## src/assert_macros.svh

```systemverilog
// Assertion macros used by the RTL
`ifndef ASSERT_MACROS_SVH
`define ASSERT_MACROS_SVH

// Same-cycle implication, sampled on clk, off during rst
`define ASSERT_IMPL(label, ante, cons, msg) \
  label: assert property (@(posedge clk) disable iff (rst) (ante) |-> (cons)) \
    else $error(msg);

// Next-cycle implication, sampled on clk, off during rst
`define ASSERT_NEXT(label, ante, cons, msg) \
  label: assert property (@(posedge clk) disable iff (rst) (ante) |=> (cons)) \
    else $error(msg);

`endif

```

## src/swbrl_pkg.sv

```systemverilog
// Constants and types for the sliding window byte rate limiter
package swbrl_pkg;

  localparam int SLOTS          = 20;
  localparam int MAX_PAYLOAD    = 1458;
  localparam int HEADER_BYTES   = 12;
  localparam int OVERHEAD_BYTES = 8 + 20 + 14;

  localparam int SLOT_W = $clog2(SLOTS);
  localparam int LEN_W  = 11;
  localparam int CNT_W  = 32;

  localparam int S_TDATA_W = ((LEN_W + 7) / 8) * 8;
  localparam int M_FIELDS_W = LEN_W + LEN_W + CNT_W + CNT_W;
  localparam int M_TDATA_W  = ((M_FIELDS_W + 7) / 8) * 8;

  localparam logic [LEN_W-1:0] MAX_REQ    = LEN_W'(MAX_PAYLOAD - 1);
  localparam logic [LEN_W-1:0] WIRE_EXTRA = LEN_W'(HEADER_BYTES + OVERHEAD_BYTES);
  localparam logic [CNT_W-1:0] OVERHEAD   = CNT_W'(OVERHEAD_BYTES);

  typedef logic [SLOT_W-1:0] slot_idx_t;
  typedef logic [CNT_W-1:0]  count_t;
  typedef logic [LEN_W-1:0]  len_t;

  typedef enum logic {
    OP_TICK = 1'b0,
    OP_SEND = 1'b1
  } op_t;

  typedef enum logic {
    REG_WINDOW_BUDGET = 1'b0,
    REG_SLOT_BUDGET   = 1'b1
  } reg_idx_t;

endpackage

```

## src/sliding_window_byte_rate_limiter.sv

```systemverilog
// Sliding window byte rate limiter: per-packet admission against window and slot budgets
//
// Input channel (s_*): one transaction per item. s_tuser carries the op (tick or
// send request), s_tdata the requested payload length. Every item gives exactly
// one result on the output channel (m_*): m_tuser is the grant flag, m_tdata
// holds payload length, wire length, sequence number and window byte total.
// A tick retires the oldest slot of the ring and opens a new burst; a request
// is granted or denied against the budgets written on the config port.
// The config port (cfg_*) is always ready; write it only while the block is idle.
// An item passes through the input register, then the result register, before
// its result appears on m_*. Throughput: one item per cycle while m_tready stays
// high, set by the read-modify-write of the window and burst counters that each
// item makes as it moves into the result register.
// When m_tready is low the result register holds, the input register fills,
// and s_tready drops until the result is taken; nothing is lost or repeated.
// Reset (rst, synchronous) clears all counters, the ring, both budgets and
// both valid flags; the burst stays closed until the first tick.
`include "assert_macros.svh"

module sliding_window_byte_rate_limiter import swbrl_pkg::*; (
  input  logic                 clk,
  input  logic                 rst,
  // input stream
  input  logic                 s_tvalid,
  output logic                 s_tready,
  input  logic [S_TDATA_W-1:0] s_tdata,   // [10:0] requested_len, rest zero
  input  logic [0:0]           s_tuser,   // [0] op
  // result stream
  output logic                 m_tvalid,
  input  logic                 m_tready,
  output logic [M_TDATA_W-1:0] m_tdata,   // payload_len, wire_len, seq_num, window_used
  output logic [0:0]           m_tuser,   // [0] granted
  // configuration writes
  input  logic                 cfg_valid,
  output logic                 cfg_ready,
  input  logic [0:0]           cfg_addr,
  input  logic [CNT_W-1:0]     cfg_data
);

  // configuration
  count_t window_budget;
  count_t slot_budget;

  // limiter state
  count_t    slot_bytes [SLOTS];
  slot_idx_t current_slot;
  count_t    window_total;
  count_t    burst_total;
  logic      burst_open;
  count_t    next_seq;

  // input register
  logic in_valid;
  op_t  in_op;
  len_t in_req;

  // result register
  logic   out_valid;
  logic   out_granted;
  len_t   out_pay;
  len_t   out_wire;
  count_t out_seq;
  count_t out_used;

  logic advance;
  assign advance  = in_valid && (!out_valid || m_tready);
  assign s_tready = !in_valid || advance;
  assign cfg_ready = 1'b1;

  // decision logic
  slot_idx_t oldest;
  count_t    room;
  len_t      req_sat;
  count_t    req_need;
  logic      budget_ok;
  logic      ok;
  len_t      pay;
  len_t      wire_bytes;
  count_t    wire_ext;
  count_t    window_next;

  always_comb begin
    oldest    = (current_slot == SLOT_W'(SLOTS - 1)) ? '0 : current_slot + 1'b1;
    room      = window_budget - window_total;
    req_sat   = (in_req > MAX_REQ) ? MAX_REQ : in_req;
    req_need  = CNT_W'(req_sat) + OVERHEAD;
    budget_ok = burst_open && (window_total < window_budget) &&
                (burst_total < slot_budget);
    ok        = budget_ok;
    pay       = req_sat;
    if (req_need > room) begin
      if (room < OVERHEAD) begin
        ok = 1'b0;
      end else begin
        pay = LEN_W'(room - OVERHEAD);
      end
    end
    wire_bytes = pay + WIRE_EXTRA;
    wire_ext   = CNT_W'(wire_bytes);
    if (in_op == OP_TICK) begin
      window_next = window_total - slot_bytes[oldest];
    end else if (ok) begin
      window_next = window_total + wire_ext;
    end else begin
      window_next = window_total;
    end
  end

  logic grant;
  assign grant = (in_op == OP_SEND) && ok;

  // configuration registers
  always_ff @(posedge clk) begin
    if (rst) begin
      window_budget <= '0;
      slot_budget   <= '0;
    end else if (cfg_valid && cfg_ready) begin
      unique case (reg_idx_t'(cfg_addr))
        REG_WINDOW_BUDGET: window_budget <= cfg_data;
        REG_SLOT_BUDGET:   slot_budget   <= cfg_data;
      endcase
    end
  end

  // input register
  always_ff @(posedge clk) begin
    if (rst) begin
      in_valid <= 1'b0;
    end else if (s_tready) begin
      in_valid <= s_tvalid;
    end
  end

  always_ff @(posedge clk) begin
    if (s_tvalid && s_tready) begin
      in_op  <= op_t'(s_tuser[0]);
      in_req <= s_tdata[LEN_W-1:0];
    end
  end

  // limiter state; the current slot's count lives in burst_total and is
  // stored back into the ring when a tick leaves that slot
  always_ff @(posedge clk) begin
    if (rst) begin
      for (int i = 0; i < SLOTS; i++) begin
        slot_bytes[i] <= '0;
      end
      current_slot <= '0;
      window_total <= '0;
      burst_total  <= '0;
      burst_open   <= 1'b0;
      next_seq     <= '0;
    end else if (advance) begin
      window_total <= window_next;
      if (in_op == OP_TICK) begin
        slot_bytes[current_slot] <= burst_total;
        current_slot <= oldest;
        burst_total  <= '0;
        burst_open   <= 1'b1;
      end else if (ok) begin
        burst_total <= burst_total + wire_ext;
        next_seq    <= next_seq + 1'b1;
      end else begin
        burst_open <= 1'b0;
      end
    end
  end

  // result register
  always_ff @(posedge clk) begin
    if (rst) begin
      out_valid <= 1'b0;
    end else if (advance) begin
      out_valid <= 1'b1;
    end else if (m_tready) begin
      out_valid <= 1'b0;
    end
  end

  always_ff @(posedge clk) begin
    if (advance) begin
      out_granted <= grant;
      out_pay     <= grant ? pay  : '0;
      out_wire    <= grant ? wire_bytes : '0;
      out_seq     <= grant ? next_seq : '0;
      out_used    <= window_next;
    end
  end

  assign m_tvalid   = out_valid;
  assign m_tuser[0] = out_granted;
  assign m_tdata    = M_TDATA_W'({out_used, out_seq, out_wire, out_pay});

  `ASSERT_IMPL(a_grant_wire_len, out_valid && out_granted,
               out_wire == out_pay + WIRE_EXTRA, "wire length does not match payload")
  `ASSERT_IMPL(a_deny_zero, out_valid && !out_granted,
               out_pay == '0 && out_wire == '0 && out_seq == '0,
               "denied or tick result carries nonzero fields")
  `ASSERT_NEXT(a_tick_opens, advance && in_op == OP_TICK,
               burst_open && burst_total == '0, "tick did not open a fresh burst")
  `ASSERT_NEXT(a_deny_closes, advance && in_op == OP_SEND && !ok,
               !burst_open && $stable(next_seq), "denial left burst open or moved sequence")

endmodule

```

## config.mk

```make
export PLATFORM = sky130hd
export DESIGN_NAME = sliding_window_byte_rate_limiter
export DESIGN_NICKNAME = d
export VERILOG_FILES = /design/src/swbrl_pkg.sv /design/src/sliding_window_byte_rate_limiter.sv
export VERILOG_INCLUDE_DIRS = /design/src /design/src/src
export SDC_FILE = /design/constraint.sdc
export NUM_CORES = 2
export LEC_CHECK = 0
export BUFFER_PORTS_ARGS = -buffer_cell sky130_fd_sc_hd__buf_2
export CAP_MARGIN = 20
export CORE_ASPECT_RATIO = 2
export CORE_MARGIN = 3
export CORE_UTILIZATION = 35
export CTS_CLUSTER_DIAMETER = 50
export DETAILED_ROUTE_END_ITERATION = 10
export SLEW_MARGIN = 20
export SYNTH_ARGS = -nofsm -noshare
export SYNTH_HDL_FRONTEND = slang
export SYNTH_SLANG_ARGS = --single-unit
```

## constraint.sdc

```tcl
create_clock -name clk -period 19.75 [get_ports clk]
set_input_delay 0.9875 -clock clk [delete_from_list [all_inputs] [get_ports clk]]
set_output_delay 0.9875 -clock clk [all_outputs]
set_load 0.005 [all_outputs]
```

# Yosys cells after proc, flatten, opt, wreduce, memory -nomap -nowiden
# Memory sizes are Yosys's and may differ from the RTL's.
# Cells that the tools add are included.
dict set report word_totals {
  latchBits 0
  ramBits 640
  output_inout_bits 92
  word_cells 76
  register_bits 267
  n_memories 1
  inputBits 55
  rom_bits 0
}
# memory words width read_ports rd_clocked_by_memory_dff write_ports line
set mem_list {}
lappend mem_list {slot_bytes 20 32 1 0 20 sliding_window_byte_rate_limiter.sv:45} ;# count_t slot_bytes [SLOTS];
dict set report classes {
  eq_ne 3
  magnitude_cmp 5
  bitwise 2
  addsub 9
  div 0
  shifts 0
  multipliers 0
  muxes 23
  n_reduce_logical 17
}
# cell count
set op_table {}
lappend op_table {{32-bit two-way mux} 5}
lappend op_table {{32-bit by 11-bit adder with 32-bit output} 2}
lappend op_table {{32-bit less-than comparator} 2}
lappend op_table {{32-bit subtractor} 2}
lappend op_table {{11-bit two-way mux} 3}
lappend op_table {{32-bit by 1-bit adder with 32-bit output, second input constant} 1}
lappend op_table {{12-bit by 32-bit greater-than comparator with 1-bit output} 1}
lappend op_table {{32-bit by 6-bit less-than comparator with 1-bit output, second input constant} 1}
lappend op_table {{32-bit OR reduction} 1}
lappend op_table {{1-bit two-way mux} 13}
lappend op_table {{11-bit by 6-bit adder with 12-bit output, second input constant} 1}
lappend op_table {{11-bit by 6-bit adder with 11-bit output, second input constant} 1}
lappend op_table {{11-bit greater-than comparator, second input constant} 1}
lappend op_table {{11-bit by 6-bit subtractor with 11-bit output, second input constant} 1}
lappend op_table {{5-bit two-way mux} 2}
lappend op_table {{2-bit AND reduction} 5}
lappend op_table {{5-bit by 1-bit adder with 5-bit output, second input constant} 1}
lappend op_table {{5-bit == test, second input constant} 1}
lappend op_table {{1-bit logical AND} 5}
lappend op_table {{3-bit AND reduction} 1}
lappend op_table {{1-bit zero test} 2}
lappend op_table {{1-bit logical OR} 2}
lappend op_table {{2-bit by 1-bit inequality test with 1-bit output, second input constant} 1}
lappend op_table {{2-bit inequality test, second input constant} 1}
lappend op_table {{other kinds (2)} 3}

# Logic depth before layout (Yosys ltp)
dict set report logic_depth {
  ltp_word 9
  depth_mapped 42
  ltp_nobuf 38
}

# Worst setup path before layout
# OpenSTA, ideal clock, no wires.
dict set report synth_path {
  path_type {register -> register}
  start {register in_req[3]}
  end {register burst_total[29]}
  path_slack_ps 11983
  path_stages_with_launch 42
  setup_time_ps 71
  required_time_ps 19679
  n_path_buf 4
  period_less_slack_ps 7767
  t_arrival_ps 7697
  path_cell_list {edfxtp_1 nor3_1 nor2_1 o211a_1 o21ai_1 nand2_1 inv_1 ha_1 o21ai_0 nand2b_1 nand4_1 xor2_1 nor2_1 ha_1 nand4_1 nor3_1 a211oi_1 o21ai_0 [6 not listed] buf_2 nor2_1 a21oi_1 ha_1 inv_1 ha_1 a21oi_1 o21ai_0 a21oi_1 nor2b_1 o21a_1 o31a_1 o21ai_0 and4b_1 clkbuf_1 a211o_1 a21bo_2 a21oi_1}
}
dict set report synth_via {
  elab_chain_cells 9
  elab_cells_between_ends 13
  cone_classes {3 x add/sub; 2 x order compare; 1 x eq/ne; 6 x mux; 1 x reduce/logical}
}
# element line
set synth_rtl {}
lappend synth_rtl {{from (decl)} sliding_window_byte_rate_limiter.sv:55} ;# len_t in_req;
lappend synth_rtl {{from (signal assigned)} sliding_window_byte_rate_limiter.sv:137} ;# in_req <= s_tdata[LEN_W-1:0];
lappend synth_rtl {{11-bit greater-than comparator} sliding_window_byte_rate_limiter.sv:85} ;# req_sat = (in_req > MAX_REQ) ? MAX_REQ : in_req;
lappend synth_rtl {{11-bit two-way mux (*)} sliding_window_byte_rate_limiter.sv:85}
lappend synth_rtl {{11-bit by 6-bit adder with 12-bit output} sliding_window_byte_rate_limiter.sv:86} ;# req_need = CNT_W'(req_sat) + OVERHEAD;
lappend synth_rtl {{12-bit by 32-bit greater-than comparator with 1-bit output} sliding_window_byte_rate_limiter.sv:91} ;# if (req_need > room) begin
lappend synth_rtl {{11-bit two-way mux (*)} sliding_window_byte_rate_limiter.sv:91}
lappend synth_rtl {{11-bit by 6-bit adder with 11-bit output (*)} sliding_window_byte_rate_limiter.sv:98} ;# wire_bytes = pay + WIRE_EXTRA;
lappend synth_rtl {{via wire_bytes[1]} sliding_window_byte_rate_limiter.sv:78} ;# len_t wire_bytes;
lappend synth_rtl {{32-bit by 11-bit adder with 32-bit output (*)} sliding_window_byte_rate_limiter.sv:161} ;# burst_total <= burst_total + wire_ext;
lappend synth_rtl {{32-bit two-way mux (*)} sliding_window_byte_rate_limiter.sv:160} ;# end else if (ok) begin
lappend synth_rtl {{32-bit two-way mux (*)} sliding_window_byte_rate_limiter.sv:155} ;# if (in_op == OP_TICK) begin
lappend synth_rtl {{to (signal assigned)} sliding_window_byte_rate_limiter.sv:161}
lappend synth_rtl {{to (decl)} sliding_window_byte_rate_limiter.sv:48} ;# count_t burst_total;
# The timed path passes the listed nets; every way through them passes the cells marked *. The select of a mux whose other input is x is not followed.
# A chain may end at the register's enable or synchronous reset.

# Worst setup path in the final report
dict set report layout_path {
  start {register in_req[3]}
  end {register out_used[18], data pin}
}
dict set report layout_via {
  elab_chain_cells 9
  elab_cells_between_ends 11
  cone_classes {3 x add/sub; 2 x order compare; 6 x mux}
}
# element line
set layout_rtl {}
lappend layout_rtl {{11-bit greater-than comparator} sliding_window_byte_rate_limiter.sv:85}
lappend layout_rtl {{11-bit two-way mux (*)} sliding_window_byte_rate_limiter.sv:85}
lappend layout_rtl {{11-bit by 6-bit adder with 12-bit output} sliding_window_byte_rate_limiter.sv:86}
lappend layout_rtl {{12-bit by 32-bit greater-than comparator with 1-bit output} sliding_window_byte_rate_limiter.sv:91}
lappend layout_rtl {{11-bit two-way mux (*)} sliding_window_byte_rate_limiter.sv:91}
lappend layout_rtl {{11-bit by 6-bit adder with 11-bit output (*)} sliding_window_byte_rate_limiter.sv:98}
lappend layout_rtl {{via wire_bytes[1]} sliding_window_byte_rate_limiter.sv:78}
lappend layout_rtl {{32-bit by 11-bit adder with 32-bit output (*)} sliding_window_byte_rate_limiter.sv:103} ;# window_next = window_total + wire_ext;
lappend layout_rtl {{32-bit two-way mux (*)} sliding_window_byte_rate_limiter.sv:102} ;# end else if (ok) begin
lappend layout_rtl {{32-bit two-way mux (*)} sliding_window_byte_rate_limiter.sv:100} ;# if (in_op == OP_TICK) begin
lappend layout_rtl {{via window_next[18]} sliding_window_byte_rate_limiter.sv:80} ;# count_t window_next;
lappend layout_rtl {{to (signal assigned)} sliding_window_byte_rate_limiter.sv:186} ;# out_used <= window_next;
lappend layout_rtl {{to (decl)} sliding_window_byte_rate_limiter.sv:63} ;# count_t out_used;
# The timed path passes the listed nets; every way through them passes the cells marked *.

==> summary.json <==
{
  "detailed_routing": {
    "avgRoutedWirePerCell_um": 25.2,
    "drt-total-wl_um": 195000,
    "drt-vias-per-instance": 5.69,
    "num_vias": 44100,
    "drc": 0,
    "final_antenna_net_count": 0,
    "first_drt_iteration_drcs": 3366,
    "drt_pre_antenna_iters": 5
  },
  "synth": {
    "synth_top_flop_cell": "edfxtp_1",
    "ys_top_cells_by_count": "edfxtp_1, and2_1, nand2_1",
    "yosysWarnings": 0,
    "synth-seq-area-share_pct": 59.8,
    "ys_seq_elements": 1290,
    "netlist-cell-type-count": 97,
    "syn_avg_cell_area_um2": 11.4,
    "yosysTopAreaCellShare_pct": 54.4,
    "synth_most_common_cell": "edfxtp_1",
    "synth.area.top_cells": "edfxtp_1, and2_1, dfxtp_1",
    "synth.cell_area_um2": 61900,
    "syn-instance-count": 5447,
    "yosys.area.top_type": "edfxtp_1",
    "synth_async_sr_flop_share_pct": 0,
    "synth_enable_flop_cells": 1122
  },
  "die": {
    "placeableCoreArea_um2": 175000,
    "core.rowCount": 217,
    "fp.dieH_um": 601,
    "floorplan.initialDensity_pct": 35.3,
    "floorplan_die_width_um": 303,
    "die_area_um2": 182000,
    "design.portCount": 147
  },
  "cells_and_area": {
    "design.final.nets": 5553,
    "total_area_of_multi_input_combinational_cells_um2": 23000,
    "num-fill-cells": 16800,
    "final_layout_size_suffix_gt1_share_pct": 9.74,
    "ff_latch_area_um2": 37100,
    "flow.area_growth_from_synthesis_pct": 11.2
  },
  "clock_tree": {
    "htree_num_levels": 3,
    "cts_buffers": 106,
    "tritoncts": "done",
    "cts_hold_buf": 0,
    "clkSlewWorstSetupHoldPaths_ps": 70,
    "postCtsSetupBuffers": 0,
    "cts_root_buf": "clkbuf_16",
    "ctsResizeCount": 0,
    "clock_sinks": 1290,
    "worst_skew_pair.late_latency_ps": 730,
    "cts.path.max_buffers": 3
  },
  "power": {
    "ir_drop_v": 0.0000814,
    "leakage_power_summed_over_all_cells_nw": 23.4,
    "power.density_nw_per_um2": 89.7,
    "power_w": 0.00617
  },
  "setup_path": {
    "path_class": "flop to flop",
    "worst_ep_required_time_ps": 20190,
    "worst_r2r_endpoint": "out_used[18]",
    "critPathArrivalTime_ps": 11090,
    "launching_point_of_the_worst_reg2reg_path": "in_req[3]",
    "crit_slowest_cell": "a21oi_1",
    "r2r_slack_ps": 9090,
    "startpoint": "in_req[3]",
    "end_kind": "flop",
    "cpPeakStageDelay_ps": 710,
    "worst_r2r_path_depth": 39,
    "element_type_at_the_critical_path_start": "flop",
    "critical_path_peak_fanout": 22
  },
  "timing": {
    "final.setup_skew_ps": 34.4,
    "worst_slew_pin_slew_ps": 1220,
    "setup-tns-final_ps": 0,
    "worst_max_slew_margin_expressed_relative_to_the_limit_pct": 19.0,
    "final.min_clock_period_ps": 10660,
    "setup_repair_after_global_routing_missed_its_margin": "no",
    "maxSlewViolCount": 0,
    "fmax_achieved_ghz": 0.0938,
    "setup_viol": 0,
    "min_period_over_period_pct": 54.0,
    "report.final.hold_viol_count": 0
  },
  "worst_hold_path": {
    "min_path_type": "input port to flop",
    "worst_hold_path.num_cells": 1,
    "hold_path_startpoint": "s_tdata[5]",
    "hold_end": "in_req[5]"
  },
  "grt": {
    "grt_use_total_pct": 20.9,
    "maximum_number_of_pins_on_one_net_before_global_route_repair": 136,
    "grt_pass1_wl_um": 286000,
    "via_count_of_the_first_global_routing_pass": 44900,
    "gr-total-overflow": 0,
    "antenna_found_initial": 2
  },
  "placed_design": {
    "place.detailed.hpwl_um": 129000,
    "finalWeightedCongestion": 0.979,
    "number_of_port_buffers": 138
  },
  "job": {
    "cap_violations": 0
  },
  "outcome": {
    "outcome": "finished clean"
  }
}
-- per-layer routing --
layer,global-route usage (%),share of wire (%)
met1,21.1,34
met2,40.0,55
met3,2.01,4.0
met4,14.0,7.5
met5,0,0
-- stage by stage --
step	hold slack [ps]	area, um2	cells	utilization, %	worst slack [ps]
floorplan	436	61900	5449	-	11980
global placement	445	65100	7546	37.1	9090
detailed placement	447	65100	7547	37.1	9220
CTS	390	68800	7742	39.2	9150
global route	420	68800	7744	39.2	8740
finish	433	68800	7748	39.2	9090
-- area by class of cell --
type / count / share of cell area (%)
flip-flops and latches: 1290 / 53.8
repair buffers: 275 / 2.58
clock buffers: 133 / 4.14
well taps: 2299 / 4.18
multi-input cells: 3568 / 33.4
inverters: 116 / 0.636
diodes: 5 / 0.0182
clock inverters: 62 / 1.18
-- logic make-up (layout without fill, tap and decap cells) --
group                      Yosys count  in the layout  share of synthesized area [%]
and+or+nand+nor                   1925           1925                           16.3
AOI/OAI and AO/OA                 1348           1348                           15.0
DFF                               1290           1290                           59.8
buffers and inverters              591            586                           3.74
adders and majority gates          141            141                           2.90
xor gates and xnor gates           114            114                           1.62
muxes                               36             36                          0.608
other                                2              9                         0.0121
-- flip-flops by register name, indices dropped and copies added, names as in the netlist, 11 cells and up --
signal,flops
window_budget,32
out_used,32
burst_total,32
out_pay,11
in_req,11
slot_bytes,1024
window_total,32
next_seq,32
out_seq,32
slot_budget,32
-- worst max-delay path: cells and delay by family, from the launching register on --
family | cells | cell delay (ps)
buffers and inverters | 3 | 390
adders and majority gates | 4 | 1160
and+or+nand+nor | 15 | 3510
DFF | 1 | 500
xor gates and xnor gates | 2 | 710
AOI/OAI and AO/OA | 15 | 4050
-- cells in the final DEF, fill, tap and decap left out, types with 20 or more instances in the layout --
cell	netlist	final
and3_1	26	25
o21a_1	25	25
a311oi_1	65	65
a21oi_1	396	394
or3_1	27	27
a221oi_1	26	26
edfxtp_1	1122	1122
and2_1	783	782
mux2i_1	28	27
xnor2_1	72	71
ha_1	137	137
inv_1	114	114
buf_2	16	137
a31oi_1	76	76
nand2_1	510	509
nand3_1	85	85
a211oi_1	183	183
clkbuf_1	423	20
dfxtp_1	168	164
nor2_1	200	175
clkbuf_16	0	108
o21ai_0	139	119
buf_4	7	132
o21ai_4	1	21
a21o_1	49	49
xor2_1	41	41
o221ai_1	240	240
nand4_1	51	51
nor3_1	147	147
-- worst max path at each step --
stage	end	slack, ps	cells past startpoint
global route	out_used[24]	8740	38
floorplan	burst_total[29]	11980	41
finish	out_used[18]	9090	39
CTS	out_used[24]	9150	38
global placement	out_used[24]	9090	38
detailed placement	out_used[24]	9220	38
-- where the power goes --
part / switching [W] / internal [W]
clock: 0.00102 / 0.00124
combinational: 0.000568 / 0.000277
sequential: 0.0000389 / 0.00302
No activity file was read; power rests on OpenSTA's default activity.
